$ cat src/rtl/ir_beacon_frame_transmitter_assert.svh
// Assertion macros used by the infrared beacon transmitter serializer, irb_back.
// Depends on nothing; the macro bodies are empty when SYNTHESIS is defined.
`ifndef IR_BEACON_FRAME_TRANSMITTER_ASSERT_SVH
`define IR_BEACON_FRAME_TRANSMITTER_ASSERT_SVH

`ifndef SYNTHESIS
// Same-cycle implication, checked outside reset.
`define IRB_ASSERT_NOW(label, clk, rst, ante, cons) \
  label: assert property (@(posedge clk) disable iff (rst) (ante) |-> (cons)) \
    else $error("irb assertion failed");
// Next-cycle implication, checked outside reset.
`define IRB_ASSERT_NEXT(label, clk, rst, ante, cons) \
  label: assert property (@(posedge clk) disable iff (rst) (ante) |=> (cons)) \
    else $error("irb assertion failed");
`else
`define IRB_ASSERT_NOW(label, clk, rst, ante, cons)
`define IRB_ASSERT_NEXT(label, clk, rst, ante, cons)
`endif

`endif

$ cat src/rtl/irb_pkg.sv
// Types and constants of the infrared beacon frame transmitter.
// Used by every module of the block but irb_fifo; depends on nothing.
package irb_pkg;

  typedef struct packed {
    logic [1:0]  operation;
    logic [11:0] current_sample;
    logic [11:0] voltage_sample;
  } req_t;

  typedef struct packed {
    logic [15:0] mark_us;
    logic [15:0] space_us;
    logic        last_pair;
  } pair_t;

  // Pulse timing registers as seen by the serializer.
  typedef struct packed {
    logic [15:0] leader_mark_us;
    logic [15:0] leader_space_us;
    logic [15:0] bit_mark_us;
    logic [15:0] one_space_us;
    logic [15:0] zero_space_us;
  } timing_t;

  localparam int unsigned WORD_W     = 32;
  localparam int unsigned CFG_DATA_W = 32;
  localparam int unsigned CFG_IDX_W  = 3;

  // Register indexes.
  localparam logic [CFG_IDX_W-1:0] REG_DEVICE_ID    = 3'd0;
  localparam logic [CFG_IDX_W-1:0] REG_LEADER_MARK  = 3'd1;
  localparam logic [CFG_IDX_W-1:0] REG_LEADER_SPACE = 3'd2;
  localparam logic [CFG_IDX_W-1:0] REG_BIT_MARK     = 3'd3;
  localparam logic [CFG_IDX_W-1:0] REG_ONE_SPACE    = 3'd4;
  localparam logic [CFG_IDX_W-1:0] REG_ZERO_SPACE   = 3'd5;

  // Register reset values.
  localparam logic [31:0] DEVICE_ID_RST    = 32'd8;
  localparam logic [15:0] LEADER_MARK_RST  = 16'd9000;
  localparam logic [15:0] LEADER_SPACE_RST = 16'd4500;
  localparam logic [15:0] BIT_MARK_RST     = 16'd560;
  localparam logic [15:0] ONE_SPACE_RST    = 16'd1680;
  localparam logic [15:0] ZERO_SPACE_RST   = 16'd560;

  // Frame kinds; code 3 is treated as a measurement frame.
  localparam logic [1:0] OP_ID_ONE  = 2'd0;
  localparam logic [1:0] OP_ID_TWO  = 2'd1;
  localparam logic [1:0] OP_MEASURE = 2'd2;

  localparam logic [7:0] HDR_ID_ONE  = 8'h33;
  localparam logic [7:0] HDR_ID_TWO  = 8'h39;
  localparam logic [7:0] HDR_MEASURE = 8'hC0;

  // One leader pair, 32 bit pairs, one stop pair.
  localparam int unsigned PAIRS_PER_FRAME = 34;
  localparam int unsigned STEP_W          = 6;
  localparam logic [STEP_W-1:0] STEP_LEADER = 6'd0;
  localparam logic [STEP_W-1:0] STEP_STOP   = 6'(PAIRS_PER_FRAME - 1);

endpackage

$ cat src/rtl/ir_beacon_frame_transmitter.sv
// Top level of the infrared beacon frame transmitter.
// Depends on irb_pkg, irb_front, irb_fifo and irb_back.

// A request is taken at a clock edge where start is high and busy is low. Each
// request produces exactly 34 mark/space words on pair, one per cycle, each
// marked by pair_valid for a single cycle: the leader pair, 32 bit pairs with
// the most significant frame bit first, and a stop pair with zero space and
// last_pair set. The receiver cannot hold words off, so it must take one every
// cycle while pair_valid is high. When the serializer is idle, the first word
// of a frame follows its request through the queue, the serializer state
// register and the pair register. The serializer sends one pair per cycle and
// sets the rate, so frames of back-to-back requests follow each other with no
// gap. A queue of QUEUE_DEPTH frame words sits between the request
// side and the serializer, so up to that many requests can be taken while a
// frame is being sent; busy is high only while the queue is full. Registers
// are written through cfg_we, cfg_index and cfg_data and should only change
// while no frame is pending or being sent; the frame word of a request is built
// from device_id at the moment it is taken, the pulse times are read while the
// pairs are sent. Writes to indexes beyond the register list are ignored.
module ir_beacon_frame_transmitter import irb_pkg::*; #(
  parameter int unsigned QUEUE_DEPTH = 2
) (
  input  logic                  clk,
  input  logic                  rst,
  input  logic                  start,
  output logic                  busy,
  input  req_t                  req,
  output logic                  pair_valid,
  output pair_t                 pair,
  input  logic                  cfg_we,
  input  logic [CFG_IDX_W-1:0]  cfg_index,
  input  logic [CFG_DATA_W-1:0] cfg_data
);

  // Configuration registers.
  logic [31:0] device_id;
  timing_t     timing;

  // Queue signals between the front end and the serializer.
  logic              push;
  logic [WORD_W-1:0] push_word;
  logic              pop;
  logic [WORD_W-1:0] pop_word;
  logic              full;
  logic              empty;

  always_ff @(posedge clk) begin
    if (rst) begin
      device_id              <= DEVICE_ID_RST;
      timing.leader_mark_us  <= LEADER_MARK_RST;
      timing.leader_space_us <= LEADER_SPACE_RST;
      timing.bit_mark_us     <= BIT_MARK_RST;
      timing.one_space_us    <= ONE_SPACE_RST;
      timing.zero_space_us   <= ZERO_SPACE_RST;
    end else if (cfg_we) begin
      case (cfg_index)
        REG_DEVICE_ID:    device_id              <= cfg_data;
        REG_LEADER_MARK:  timing.leader_mark_us  <= cfg_data[15:0];
        REG_LEADER_SPACE: timing.leader_space_us <= cfg_data[15:0];
        REG_BIT_MARK:     timing.bit_mark_us     <= cfg_data[15:0];
        REG_ONE_SPACE:    timing.one_space_us    <= cfg_data[15:0];
        REG_ZERO_SPACE:   timing.zero_space_us   <= cfg_data[15:0];
        default: ;
      endcase
    end
  end

  // The request side is only held off by a full queue.
  assign busy = full;

  irb_front u_front (
    .start     (start),
    .full      (full),
    .req       (req),
    .device_id (device_id),
    .push      (push),
    .word      (push_word)
  );

  irb_fifo #(
    .WIDTH (WORD_W),
    .DEPTH (QUEUE_DEPTH)
  ) u_fifo (
    .clk       (clk),
    .rst       (rst),
    .push      (push),
    .push_data (push_word),
    .pop       (pop),
    .pop_data  (pop_word),
    .full      (full),
    .empty     (empty)
  );

  irb_back u_back (
    .clk        (clk),
    .rst        (rst),
    .timing     (timing),
    .empty      (empty),
    .word       (pop_word),
    .pop        (pop),
    .pair_valid (pair_valid),
    .pair       (pair)
  );

endmodule

$ cat src/rtl/irb_front.sv
// Request front end: takes a frame request and builds its 32-bit frame word.
// Depends on irb_pkg.
module irb_front import irb_pkg::*; (
  input  logic              start,
  input  logic              full,
  input  req_t              req,
  input  logic [31:0]       device_id,
  output logic              push,
  output logic [WORD_W-1:0] word
);

  logic [7:0]  b0, b1, b2, b3;
  logic [15:0] id_sum;
  logic [23:0] data;
  logic [7:0]  data_sum;
  logic [7:0]  head;

  assign b0 = device_id[7:0];
  assign b1 = device_id[15:8];
  assign b2 = device_id[23:16];
  assign b3 = device_id[31:24];

  assign id_sum   = 16'(b0) + 16'(b1) + 16'(b2) + 16'(b3);
  assign data     = {req.current_sample, req.voltage_sample};
  assign data_sum = data[7:0] + data[15:8] + data[23:16];
  assign head     = HDR_MEASURE + {4'd0, data_sum[7:4]};

  assign push = start && !full;

  always_comb begin
    case (req.operation)
      OP_ID_ONE: word = {HDR_ID_ONE, b0, b1, b2};
      OP_ID_TWO: word = {HDR_ID_TWO, b3, id_sum};
      default:   word = {head, data};
    endcase
  end

endmodule

$ cat src/rtl/irb_fifo.sv
// Small queue of frame words between the front end and the serializer.
// Depends on nothing but its parameters.
module irb_fifo #(
  parameter int unsigned WIDTH = 32,
  parameter int unsigned DEPTH = 2
) (
  input  logic             clk,
  input  logic             rst,
  input  logic             push,
  input  logic [WIDTH-1:0] push_data,
  input  logic             pop,
  output logic [WIDTH-1:0] pop_data,
  output logic             full,
  output logic             empty
);

  localparam int unsigned AW = (DEPTH > 1) ? $clog2(DEPTH) : 1;
  localparam int unsigned CW = $clog2(DEPTH + 1);

  logic [WIDTH-1:0] slots [DEPTH];
  logic [AW-1:0]    wr_ptr;
  logic [AW-1:0]    rd_ptr;
  logic [CW-1:0]    count;
  logic             do_push;
  logic             do_pop;

  assign full     = (count == CW'(DEPTH));
  assign empty    = (count == '0);
  assign do_push  = push && !full;
  assign do_pop   = pop && !empty;
  assign pop_data = slots[rd_ptr];

  always_ff @(posedge clk) begin
    if (do_push) begin
      slots[wr_ptr] <= push_data;
    end
  end

  always_ff @(posedge clk) begin
    if (rst) begin
      wr_ptr <= '0;
      rd_ptr <= '0;
      count  <= '0;
    end else begin
      if (do_push) begin
        wr_ptr <= (wr_ptr == AW'(DEPTH - 1)) ? '0 : wr_ptr + AW'(1);
      end
      if (do_pop) begin
        rd_ptr <= (rd_ptr == AW'(DEPTH - 1)) ? '0 : rd_ptr + AW'(1);
      end
      if (do_push && !do_pop) begin
        count <= count + CW'(1);
      end else if (do_pop && !do_push) begin
        count <= count - CW'(1);
      end
    end
  end

endmodule

$ cat src/rtl/irb_back.sv
// Serializer: turns queued frame words into 34 mark/space pairs each.
// Depends on irb_pkg and the assertion macro header.
`include "ir_beacon_frame_transmitter_assert.svh"

module irb_back import irb_pkg::*; (
  input  logic              clk,
  input  logic              rst,
  input  timing_t           timing,
  input  logic              empty,
  input  logic [WORD_W-1:0] word,
  output logic              pop,
  output logic              pair_valid,
  output pair_t             pair
);

  typedef enum logic [1:0] {
    S_IDLE = 2'b01,
    S_SEND = 2'b10
  } state_t;

  state_t            state;
  logic [STEP_W-1:0] step;
  logic [WORD_W-1:0] shifter;
  pair_t             pair_next;

  // A new word is taken when idle or on the stop step of the current frame,
  // so frames follow each other without a gap.
  assign pop = !empty && ((state == S_IDLE) || (step == STEP_STOP));

  always_comb begin
    if (step == STEP_LEADER) begin
      pair_next = '{timing.leader_mark_us, timing.leader_space_us, 1'b0};
    end else if (step == STEP_STOP) begin
      pair_next = '{timing.bit_mark_us, 16'd0, 1'b1};
    end else begin
      pair_next = '{timing.bit_mark_us,
                    shifter[WORD_W-1] ? timing.one_space_us : timing.zero_space_us,
                    1'b0};
    end
  end

  always_ff @(posedge clk) begin
    if (rst) begin
      state      <= S_IDLE;
      step       <= STEP_LEADER;
      pair_valid <= 1'b0;
    end else begin
      pair_valid <= (state == S_SEND);
      if (pop) begin
        state <= S_SEND;
        step  <= STEP_LEADER;
      end else if (state == S_SEND) begin
        if (step == STEP_STOP) begin
          state <= S_IDLE;
        end else begin
          step <= step + STEP_W'(1);
        end
      end
    end
  end

  always_ff @(posedge clk) begin
    if (state == S_SEND) begin
      pair <= pair_next;
    end
    if (pop) begin
      shifter <= word;
    end else if ((state == S_SEND) && (step != STEP_LEADER)) begin
      shifter <= {shifter[WORD_W-2:0], 1'b0};
    end
  end

  `IRB_ASSERT_NOW(a_stop_has_no_space, clk, rst, pair_valid && pair.last_pair, pair.space_us == 16'd0)
  `IRB_ASSERT_NEXT(a_send_emits, clk, rst, state == S_SEND, pair_valid)
  `IRB_ASSERT_NEXT(a_frame_unbroken, clk, rst, pair_valid && !pair.last_pair, pair_valid)
  `IRB_ASSERT_NOW(a_step_in_range, clk, rst, state == S_SEND, step <= STEP_STOP)

endmodule

$ cat config.mk
export PLATFORM = sky130hd
export DESIGN_NAME = ir_beacon_frame_transmitter
export DESIGN_NICKNAME = d
export VERILOG_FILES = /design/src/rtl/irb_pkg.sv /design/src/rtl/ir_beacon_frame_transmitter.sv /design/src/rtl/irb_front.sv /design/src/rtl/irb_fifo.sv /design/src/rtl/irb_back.sv
export VERILOG_INCLUDE_DIRS = /design/src /design/src/rtl
export SDC_FILE = /design/constraint.sdc
export NUM_CORES = 1
export LEC_CHECK = 0
export ABC_AREA = 0
export BUFFER_PORTS_ARGS = -buffer_cell sky130_fd_sc_hd__buf_2
export CAP_MARGIN = 20
export CORE_UTILIZATION = 52
export CTS_CLUSTER_SIZE = 40
export DETAILED_ROUTE_END_ITERATION = 12
export PLACE_DENSITY_LB_ADDON = 0.1
export SLEW_MARGIN = 20
export SYNTH_ARGS = -nofsm -noshare
export SYNTH_HDL_FRONTEND = slang
export SYNTH_SLANG_ARGS = --single-unit
$ cat constraint.sdc
create_clock -name clk -period 5 [get_ports clk]
set_input_delay 1 -clock clk [delete_from_list [all_inputs] [get_ports clk]]
set_output_delay 1 -clock clk [all_outputs]
set_load 0.03 [all_outputs]
==> summary.md, run 1 <==
| Metric | Value |
|---|---|
| Drt via density | 5.393 |
| Final hold violation count | 0 |
| Mapped Cells | 1,150 |
| Yosys reg bits | 251 |
| Leakage | 5.003 nW |
| DR vias | 8,187 |
| Final worst slack | 1222 ps |
| M2 GR Usage | 37.29% |
| Worst setup SP type | flop |
| CTS buffer count | 27 |
| Sequence of cells on the critical path | ha_1 > inv_1 > fa_1 > nor2b_1 > o21ai_0 > a21boi_0 > o21ai_0 > a21bo_2 > fa_1 > inv_1 > ha_1 > a21o_1 > a221oi_1 > mux2i_1 > nand2_1 |
| Worst Path Arrival | 4050 ps |
| Residual DRC count | 0 |
| Status | complete, no violations |
| Critical Path Slowest Stage Cell | fa_1 |
| Top Usage Layer GRT | met2 |
| GRT Util Overall | 24.08% |
| Post-route minimum period | 3778 ps |
| RSZ-0062 raised after global routing | no |
| Routed Antenna Nets | 0 |
| Maxcap violations | 0 |
| Area Growth Syn to Fin | 14.04% |
| # nets final | 1,330 |
| Crit Path Category | flop to flop |
| Vias in the first global route | 7,715 |
| Tcrit/Tclk final | 75.56% |
| Initial drt markers | 511 |
| Clk_lat worst skew | 530 ps |
| Clock Sink Count | 251 |
| Post-synth ARST share | 0% |
| Worst-path fanout max | 5 |
| Share of cells above drive strength 1 | 13.52% |
| Layout Cells excl Fill | 1,518 |
| Layout Skew | 16.52 ps |
| WL/cell | 17.26 microns |
| Met1 Use GR | 35.72% |
| Max Freq | 264.7 MHz |
| Final Wtd Congestion | 0.8689 |
| Power, Total | 5.782 mW |
| First-pass GRT wire length | 41,280 microns |
| Total gr overflow | 0 |
| Post-CTS sizing | 0 |
| Dpl ws | 1259 ps |
| # IOs | 100 |
| Post-Route WL | 26,210 microns |
| Cell taking the most area after synthesis | edfxtp_1 |
| Worst path required time | 5280 ps |
| Bufs on Longest Clock Path | 3 |
| CP endpoint kind | flop |
| # rows | 53 |
| DIE HEIGHT | 148.7 microns |
| Slew margin rel. | 28.18% |
| Detailed-placement wirelength estimate | 17,120 microns |
| TritonRoute pass-1 iters | 5 |
| Initial Util | 53.06% |
| # setup viols final | 0 |
| Number of distinct library cells after synthesis | 50 |
| Cell area after layout | 12,760 sq um |
| Area contributors post-synth | edfxtp_1, dfxtp_1, nand2_1 |
| Die extent in x | 148.7 microns |
| Post-synthesis sequential area ratio | 56.09% |
| Initial antenna violation count | 0 |
| CTS tree | yes |
| Post-synth EDFFs | 125 |
| Main flop type after synthesis | dfxtp_1 |
| Cell Pwr Density | 453.1 nW/um^2 |
| Inserted Diodes | 0 |
| Synthesized Nets | 1,257 |
| Worst path max stage delay | 470 ps |
| Layout Utilization | 60.51% |
| Root Driver | clkbuf_16 |
| Hold buffer count at cts | 0 |
| Placed Cells | 1,469 |
| Peak VDD IR | 0.0002348 V |
| Number of I/O port buffers | 99 |
| Largest net degree at the start of global routing | 84 |
| H-Tree Depth | 1 |
| Die Area | 22,110 sq um |
| Slew @ Worst Pin | 1077 ps |
| Placed cell areas | 11,860 sq um |
| Worst hold slack | 452.6 ps |
| Setup bufs post-CTS | 0 |
| Mapped Area | 11,190 sq um |
| Yosys warns | 0 |
| CTS clk-pin slew, worst paths | 60 ps |
| Slew Limit Fails | 0 |
| Synth Area per Inst | 9.730 sq um |
| Hold WC Path Type | flop to flop |
| TNS Setup | 0 ps |
| GR Util met3 | 3.067% |
| Yosys top cell area share | 33.55% |
| Core area | 21,090 sq um |
==> power breakdown <==
group	switching [mW]	total [mW]	internal, mW	leakage (nW)
Clock	0.795	1.99	1.20	0.447
Sequential	0.170	2.77	2.60	2.19
Combinational	0.672	1.02	0.348	2.37
Total	1.64	5.78	4.15	5.00
==> placed cells by master, fill, tap and decap left out, types with 3 or more instances in the layout <==
cell type,n
o21a_1,4
or3_1,4
nand3_1,6
dfxtp_1,125
mux2i_1,56
o21ai_0,75
nand2b_1,4
clkbuf_1,4
buf_2,98
xor2_1,12
xnor2_1,7
nand4_1,3
nand3b_1,22
clkbuf_16,29
nor2b_1,8
a21oi_1,105
buf_4,10
nor3_1,11
a21o_1,5
a211oi_1,6
fa_1,16
and3_1,5
clkinv_2,7
clkbuf_8,3
inv_1,44
ha_1,26
nand2_1,356
edfxtp_1,125
nor2_1,26
==> worst paths after layout <==
path	startpoint	end	slack (ps)	depth (start not counted)
max	device_id[8]	u_fifo.slots[0][8]	1220	15
min	timing[54]	timing[54]	450	2
min reg2reg	timing[54]	timing[54]	450	2
max reg2reg	device_id[8]	u_fifo.slots[0][8]	1220	15
==> critical path: cells and delay by family, from the launching register on <==
kind                     cells  cell delay [ps]
AND/OR/NAND/NOR              2              200
AO/OA/AOI/OAI                6             1210
adder cells (fa/ha/maj)      4             1410
multiplexers                 1              240
buffers and inverters        2              110
flip-flops                   1              360
==> synth_stat cells (all sizes together), types with 4 or more instances <==
cell type  number
a211oi          8
xor2           12
o21a            4
or3             4
and3            5
fa             16
o21ai          75
nand2b          4
clkbuf         47
a21o            5
dfxtp         126
mux2i          56
buf            17
nand3           7
nor2           28
nand2         357
inv            46
a21oi         105
xnor2           7
edfxtp        125
nor2b           9
nor3           14
ha             26
nand3b         22
==> cell type report <==
class,instances,area (sq um)
Clock buffer,36,782.0
Clock inverter,13,118.9
Fill cell,1805,8327
Inverter,46,172.7
Multi-Input combinational cell,789,4501
Sequential cell,251,6277
Tap cell,275,344.1
Timing Repair Buffer,108,565.5
==> metal layers <==
metal / part of all wire (%) / up-vias
met5: 0 / -
met4: 2.4 / 0
met3: 4.3 / 48
met2: 45 / 199
met1: 48 / 3902
li1: - / 4038
==> state kept, by name, indices dropped and copies added, names as in the netlist, named ones only <==
signal and flops:
u_fifo.count 2, u_fifo.wr_ptr 1, timing 80, u_back.step 6
u_fifo.rd_ptr 1, device_id 32, u_back.pair 33, u_back.state 2
u_fifo.slots 60, u_back.pair_valid 1, u_back.shifter 32
==> cells by family after synthesis <==
| family | Yosys count | synth area share [%] |
|---|---|---|
| adders and majority gates | 42 | 5.770 |
| and+or+nand+nor | 459 | 17.28 |
| DFF | 251 | 56.09 |
| buffers and inverters | 110 | 3.903 |
| AOI/OAI and AO/OA | 213 | 10.47 |
| muxes | 56 | 5.010 |
| xor gates and xnor gates | 19 | 1.487 |
Note: power is estimated with default switching activity, not from simulation.
==> inputs of run 2 (changes only) <==
clock period = 3.6 ns   (was 5 ns; I/O delays follow)
==> summary.md, run 2 (synthesis gave the netlist of run 1 again) <==
| Metric | Value |
|---|---|
| CTS buffer count | 28 (+3.7%) |
| Cell Pwr Density | 624.9 nW/um^2 (+38%) |
| Largest regs | timing (80), u_fifo.slots (60), u_back.pair (33) |
| Worst setup SP type | flop |
| Post-route minimum period | 3457 ps (-320.7 ps) |
| Initial drt markers | 467 (-8.6%) |
| Final worst slack | 142.8 ps (-1079 ps) |
| Sequence of cells on the critical path | ha_2 > inv_1 > fa_2 > nor2b_2 > o21ai_2 > a21boi_2 > o21ai_1 > a21bo_2 > fa_1 > inv_1 > ha_4 > and3_1 > a221oi_2 > mux2i_1 > nand2_1 |
| Layout Skew | 22.40 ps (+5.881 ps) |
| Number of I/O port buffers | 99 (unchanged) |
| Status | complete, no violations |
| CP dominant cell by count | inv_1 |
| Vias in the first global route | 7,660 (-0.71%) |
| Hold WC Path Type | input pin to flop |
| CTS tree | yes |
| Maxcap violations | 0 (unchanged) |
| Slew @ Worst Pin | 1064 ps (-12.92 ps) |
| Layout Utilization | 61.27% (+0.76 points) |
| Worst path required time | 3870 ps (-1410 ps) |
| Final hold violation count | 0 (unchanged) |
| # IOs | 100 (unchanged) |
| Largest net degree at the start of global routing | 63 (-25%) |
| Routed Antenna Nets | 0 (unchanged) |
| TNS Setup | 0 ps (unchanged) |
| Post-Route WL | 26,310 microns (+0.38%) |
| First-pass GRT wire length | 41,070 microns (-0.52%) |
| Initial Util | 53.06% (unchanged) |
| Drt via density | 5.372 (-0.40%) |
| Cell area after layout | 12,920 sq um (+1.3%) |
| Max FFs per register | 80 (unchanged) |
| GRT Util Overall | 23.96% (-0.11 points) |
| CP endpoint kind | flop |
| Critical Path Slowest Stage Cell | fa_1 |
| Clk_lat worst skew | 540 ps (about the same) |
| # nets final | 1,343 (+0.98%) |
| Die Area | 22,110 sq um (unchanged) |
| Crit Path Category | flop to flop |
| Total gr overflow | 0 (unchanged) |
| Tcrit/Tclk final | 96.03% (+20 points) |
| Final Wtd Congestion | 0.8983 (+3.4%) |
| Layout fillers | 1,834 (+1.6%) |
| Worst path max stage delay | 490 ps (+20 ps) |
| Hold buffer count at cts | 0 (unchanged) |
| Worst-path fanout max | 3 (-2) |
| Slew margin rel. | 29.04% (+0.86 points) |
| Core area | 21,090 sq um (unchanged) |
| H-Tree Depth | 1 (unchanged) |
| DR vias | 8,235 (+0.59%) |
| TritonRoute pass-1 iters | 5 (unchanged) |
| # setup viols final | 0 (unchanged) |
| Most common cell after layout, fill and taps aside | nand2_1 |
| Clock Sink Count | 251 (unchanged) |
| Peak VDD IR | 0.0003022 V (+29%) |
| Root Driver | clkbuf_16 |
| Most frequent cells in the layout | nand2_1, edfxtp_1, dfxtp_1 |
| Bufs on Longest Clock Path | 3 (unchanged) |
| Largest Register | timing |
| DIE HEIGHT | 148.7 microns (unchanged) |
| Leakage | 5.042 nW (+0.77%) |
| Max Freq | 289.3 MHz (+9.3%) |
| Placed cell areas | 11,930 sq um (+0.64%) |
| Inserted Diodes | 0 (unchanged) |
| Initial antenna violation count | 0 (unchanged) |
| # rows | 53 (unchanged) |
| Area Growth Syn to Fin | 15.48% |
| Residual DRC count | 0 (unchanged) |
| CTS clk-pin slew, worst paths | 60 ps (about the same) |
| WL/cell | 17.16 microns (-0.60%) |
| Slew Limit Fails | 0 (unchanged) |
| Share of cells above drive strength 1 | 14.86% (+1.3 points) |
| Detailed-placement wirelength estimate | 17,150 microns (+0.19%) |
| Dpl ws | -116.6 ps (-1376 ps) |
| Die extent in x | 148.7 microns (unchanged) |
| Worst Path Arrival | 3720 ps (-330 ps) |
==> run 2: cell types whose count changed in the layout (fill, tap and decap cells not counted), moves of 2 or more <==
cell | before | now
buf_4 | 10 | 22
clkbuf_1 | 4 | 11
clkinv_2 | 7 | 1
ha_1 | 26 | 23
ha_4 | 0 | 2
o21ai_0 | 75 | 73
==> run 2: what timing repair did <==
action | in CTS | in global routing
pin swaps | 0 | 6
setup endpoints to repair | 4 | 8
gates resized for setup | 2 | 13
setup buffers | 0 | 1
==> run 2: stage by stage <==
stage	std cells	power (mW)	hold slack, ps
final	1533	8.075	427.8
after global routing	1533	8.461	419.6
after CTS	1532	8.149	413.5
after detailed placement	1480	5.332	445.8
after global placement	1480	5.296	440.4
after floorplan	1150	4.878	435.7
==> run 2: layout make-up <==
cell class	count	area, sq um	area share (%)
Tap cell	275	344.1	2.663
Sequential cell	251	6279	48.59
Clock inverter	9	111.4	0.8618
Multi-Input combinational cell	789	4551	35.22
Clock buffer	43	808.3	6.255
Inverter	46	172.7	1.336
Timing Repair Buffer	120	655.6	5.074
==> run 2: routing by layer <==
| layer | GRT usage [%] | share of wire (%) | vias up | wire [microns] |
|---|---|---|---|---|
| li1 | - | - | 4066 | - |
| met1 | 35.73 | 48 | 3922 | 12550 |
| met2 | 37.27 | 46 | 202 | 12040 |
| met3 | 2.699 | 4.8 | 45 | 1261 |
| met4 | 5.722 | 1.7 | 0 | 448 |
| met5 | 0 | 0 | - | 0 |
==> run 2: worst max-delay path, delay by kind of cell (launching register included) <==
family | cells | cell delay, ps
AO/OA/AOI/OAI | 5 | 830
adder cells (fa/ha/maj) | 4 | 1290
buffers and inverters | 2 | 120
flip-flops | 1 | 340
multiplexers | 1 | 220
AND/OR/NAND/NOR | 3 | 400
==> run 2: final timing paths <==
check | startpoint | endpoint | slack (ps) | depth (start not counted)
worst max-delay path | device_id[8] | u_fifo.slots[0][8] | 140 | 15
worst min-delay path | cfg_data[23] | device_id[23] | 430 | 3
worst max register to register | device_id[8] | u_fifo.slots[0][8] | 140 | 15
worst min register to register | timing[59] | timing[59] | 450 | 2
==> run 2: report_power, final <==
group | total, mW | internal [mW] | leakage, nW | switching (mW)
clock | 2.80 | 1.69 | 0.442 | 1.11
sequential | 3.84 | 3.61 | 2.19 | 0.234
combinational | 1.43 | 0.502 | 2.41 | 0.925
total | 8.07 | 5.80 | 5.04 | 2.27
==> inputs of run 3 (changes only) <==
PLACE_DENSITY = 0.8   (was not set)
PLACE_DENSITY_LB_ADDON = not set   (was 0.1)
==> summary.md, run 3 (synthesis gave the netlist of run 1 again) <==
| Metric | Value |
|---|---|
| Status | complete, no violations |
| Number of I/O port buffers | 99 (unchanged) |
| Routed Antenna Nets | 0 (unchanged) |
| CTS clk-pin slew, worst paths | 60 ps (about the same) |
| Max Freq | 283.6 MHz (-1.9%) |
| Initial Util | 53.06% (unchanged) |
| Tcrit/Tclk final | 97.93% (+1.9 points) |
| TNS Setup | 0 ps (unchanged) |
| Share of cells above drive strength 1 | 14.80% (-0.065 points) |
| Crit Path Category | flop to flop |
| Final Wtd Congestion | 0.8741 (-2.7%) |
| Vias in the first global route | 8,005 (+4.5%) |
| Dpl ws | -7.180 ps (+109.4 ps) |
| Leakage | 5.024 nW (-0.36%) |
| Core area | 21,090 sq um (unchanged) |
| Hold buffer count at cts | 0 (unchanged) |
| Worst Path Arrival | 3790 ps (+70 ps) |
| # setup viols final | 0 (unchanged) |
| Final worst slack | 74.34 ps (-68.44 ps) |
| Most common cell after layout, fill and taps aside | nand2_1 |
| GR Util met3 | 3.466% (+0.77 points) |
| TritonRoute pass-1 iters | 6 (+1) |
| Layout Skew | 12.80 ps (-9.600 ps) |
| Post-route minimum period | 3526 ps (+68.44 ps) |
| Layout Utilization | 60.85% (-0.42 points) |
| Worst path required time | 3860 ps (about the same) |
| DIE HEIGHT | 148.7 microns (unchanged) |
| Power, Total | 7.953 mW (-1.5%) |
| # nets final | 1,337 (-0.45%) |
| Drt via density | 5.547 (+3.3%) |
| Max FFs per register | 80 (unchanged) |
| Most frequent cells in the layout | nand2_1, edfxtp_1, dfxtp_1 |
| GRT Util Overall | 23.76% (-0.21 points) |
| Die extent in x | 148.7 microns (unchanged) |
| Met1 Use GR | 32.71% (-3.0 points) |
| Area Growth Syn to Fin | 14.68% |
| Die Area | 22,110 sq um (unchanged) |
| Worst setup SP type | flop |
| Setup bufs post-CTS | 0 (unchanged) |
| CP endpoint kind | flop |
| Slew @ Worst Pin | 1096 ps (+31.60 ps) |
| Hold WC Path Type | input pin to flop |
| Residual DRC count | 0 (unchanged) |
| DR vias | 8,464 (+2.8%) |
| Total gr overflow | 0 (unchanged) |
| Maxcap violations | 0 (unchanged) |
| Placed cell areas | 11,910 sq um (-0.22%) |
| Slew Limit Fails | 0 (unchanged) |
| Final hold violation count | 0 (unchanged) |
| Initial drt markers | 691 (+48%) |
| CTS tree | yes |
| Worst-path fanout max | 5 (+2) |
| Root Driver | clkbuf_16 |
| First-pass GRT wire length | 41,020 microns (-0.12%) |
| M2 GR Usage | 37.97% (+0.70 points) |
| Clk_lat worst skew | 520 ps (-20 ps) |
| Largest net degree at the start of global routing | 127 (+100%) |
| Largest Register | timing |
| Cell area after layout | 12,830 sq um (-0.69%) |
| CTS buffer count | 26 (-7.1%) |
| WL/cell | 17.10 microns (-0.32%) |
| Clock Sink Count | 251 (unchanged) |
| Initial antenna violation count | 1 (+1) |
| Bufs on Longest Clock Path | 3 (unchanged) |
| # rows | 53 (unchanged) |
| H-Tree Depth | 1 (unchanged) |
| Top Usage Layer GRT | met2 |
| Detailed-placement wirelength estimate | 17,270 microns (+0.70%) |
| # IOs | 100 (unchanged) |
| Slew margin rel. | 26.53% (-2.5 points) |
| Cell Pwr Density | 619.8 nW/um^2 (-0.82%) |
| Peak VDD IR | 0.0003471 V (+15%) |
| Post-Route WL | 26,100 microns (-0.77%) |
| Largest regs | timing (80), u_fifo.slots (60), u_back.pair (33) |
[run 3: cell types whose count changed in the layout (fill, tap and decap cells not counted), moves of 2 or more]
cell / before / now
buf_4: 22 / 16
dfxtp_2: 2 / 5
clkinv_1: 3 / 0
clkbuf_1: 11 / 5
clkinv_2: 1 / 7
dfxtp_1: 124 / 121
clkbuf_8: 3 / 5
[run 3: power by group]
part | total (mW) | internal (mW) | leakage, nW | switching [mW]
clock | 2.67 | 1.59 | 0.433 | 1.08
combinational | 1.44 | 0.498 | 2.40 | 0.939
sequential | 3.85 | 3.61 | 2.19 | 0.237
[run 3: routing by layer]
| layer | routed length, microns | up-vias |
|---|---|---|
| li1 | - | 4054 |
| met1 | 11060 | 4044 |
| met2 | 12430 | 311 |
| met3 | 1827 | 55 |
| met4 | 780 | 0 |
| met5 | 0 | - |
[run 3: final timing paths]
path,start,endpoint,slack [ps],depth (start not counted)
hold reg to reg,timing[18],timing[18],450,2
setup / recovery,device_id[1],u_fifo.slots[0][8],70,14
hold / removal,cfg_data[24],device_id[24],430,3
setup reg to reg,device_id[1],u_fifo.slots[0][8],70,14
[run 3: stage by stage]
stage | hold WS, ps | cells
floorplan | 435.7 | 1150
global placement | 441.4 | 1476
detailed placement | 446.7 | 1476
CTS | 417.7 | 1524
global route | 440.5 | 1526
finish | 433.7 | 1526
[run 3: critical path, cell delays in order (launching register included)]
cell	delay, ps
dfxtp_2	340
ha_1	300
a21o_1	200
a211oi_1	250
nor2_1	100
nor2_1	120
xor2_1	180
fa_1	440
inv_2	80
ha_4	210
a21o_1	180
a21o_1	190
a221oi_2	330
mux2i_1	260
nand2_1	100
[run 3: layout make-up]
| class | count | area [sq um] |
|---|---|---|
| Multi-Input combinational cell | 789 | 4528 |
| Clock buffer | 39 | 793.3 |
| Tap cell | 275 | 344.1 |
| Clock inverter | 9 | 72.57 |
| Antenna cell | 1 | 2.502 |
| Fill cell | 1719 | 8255 |
| Sequential cell | 251 | 6282 |
| Inverter | 46 | 172.7 |
| Timing Repair Buffer | 116 | 636.9 |
[run 3: repair_timing]
action,in CTS,in global routing
setup endpoints to repair,4,6
pin swaps,1,3
gates resized for setup,2,10
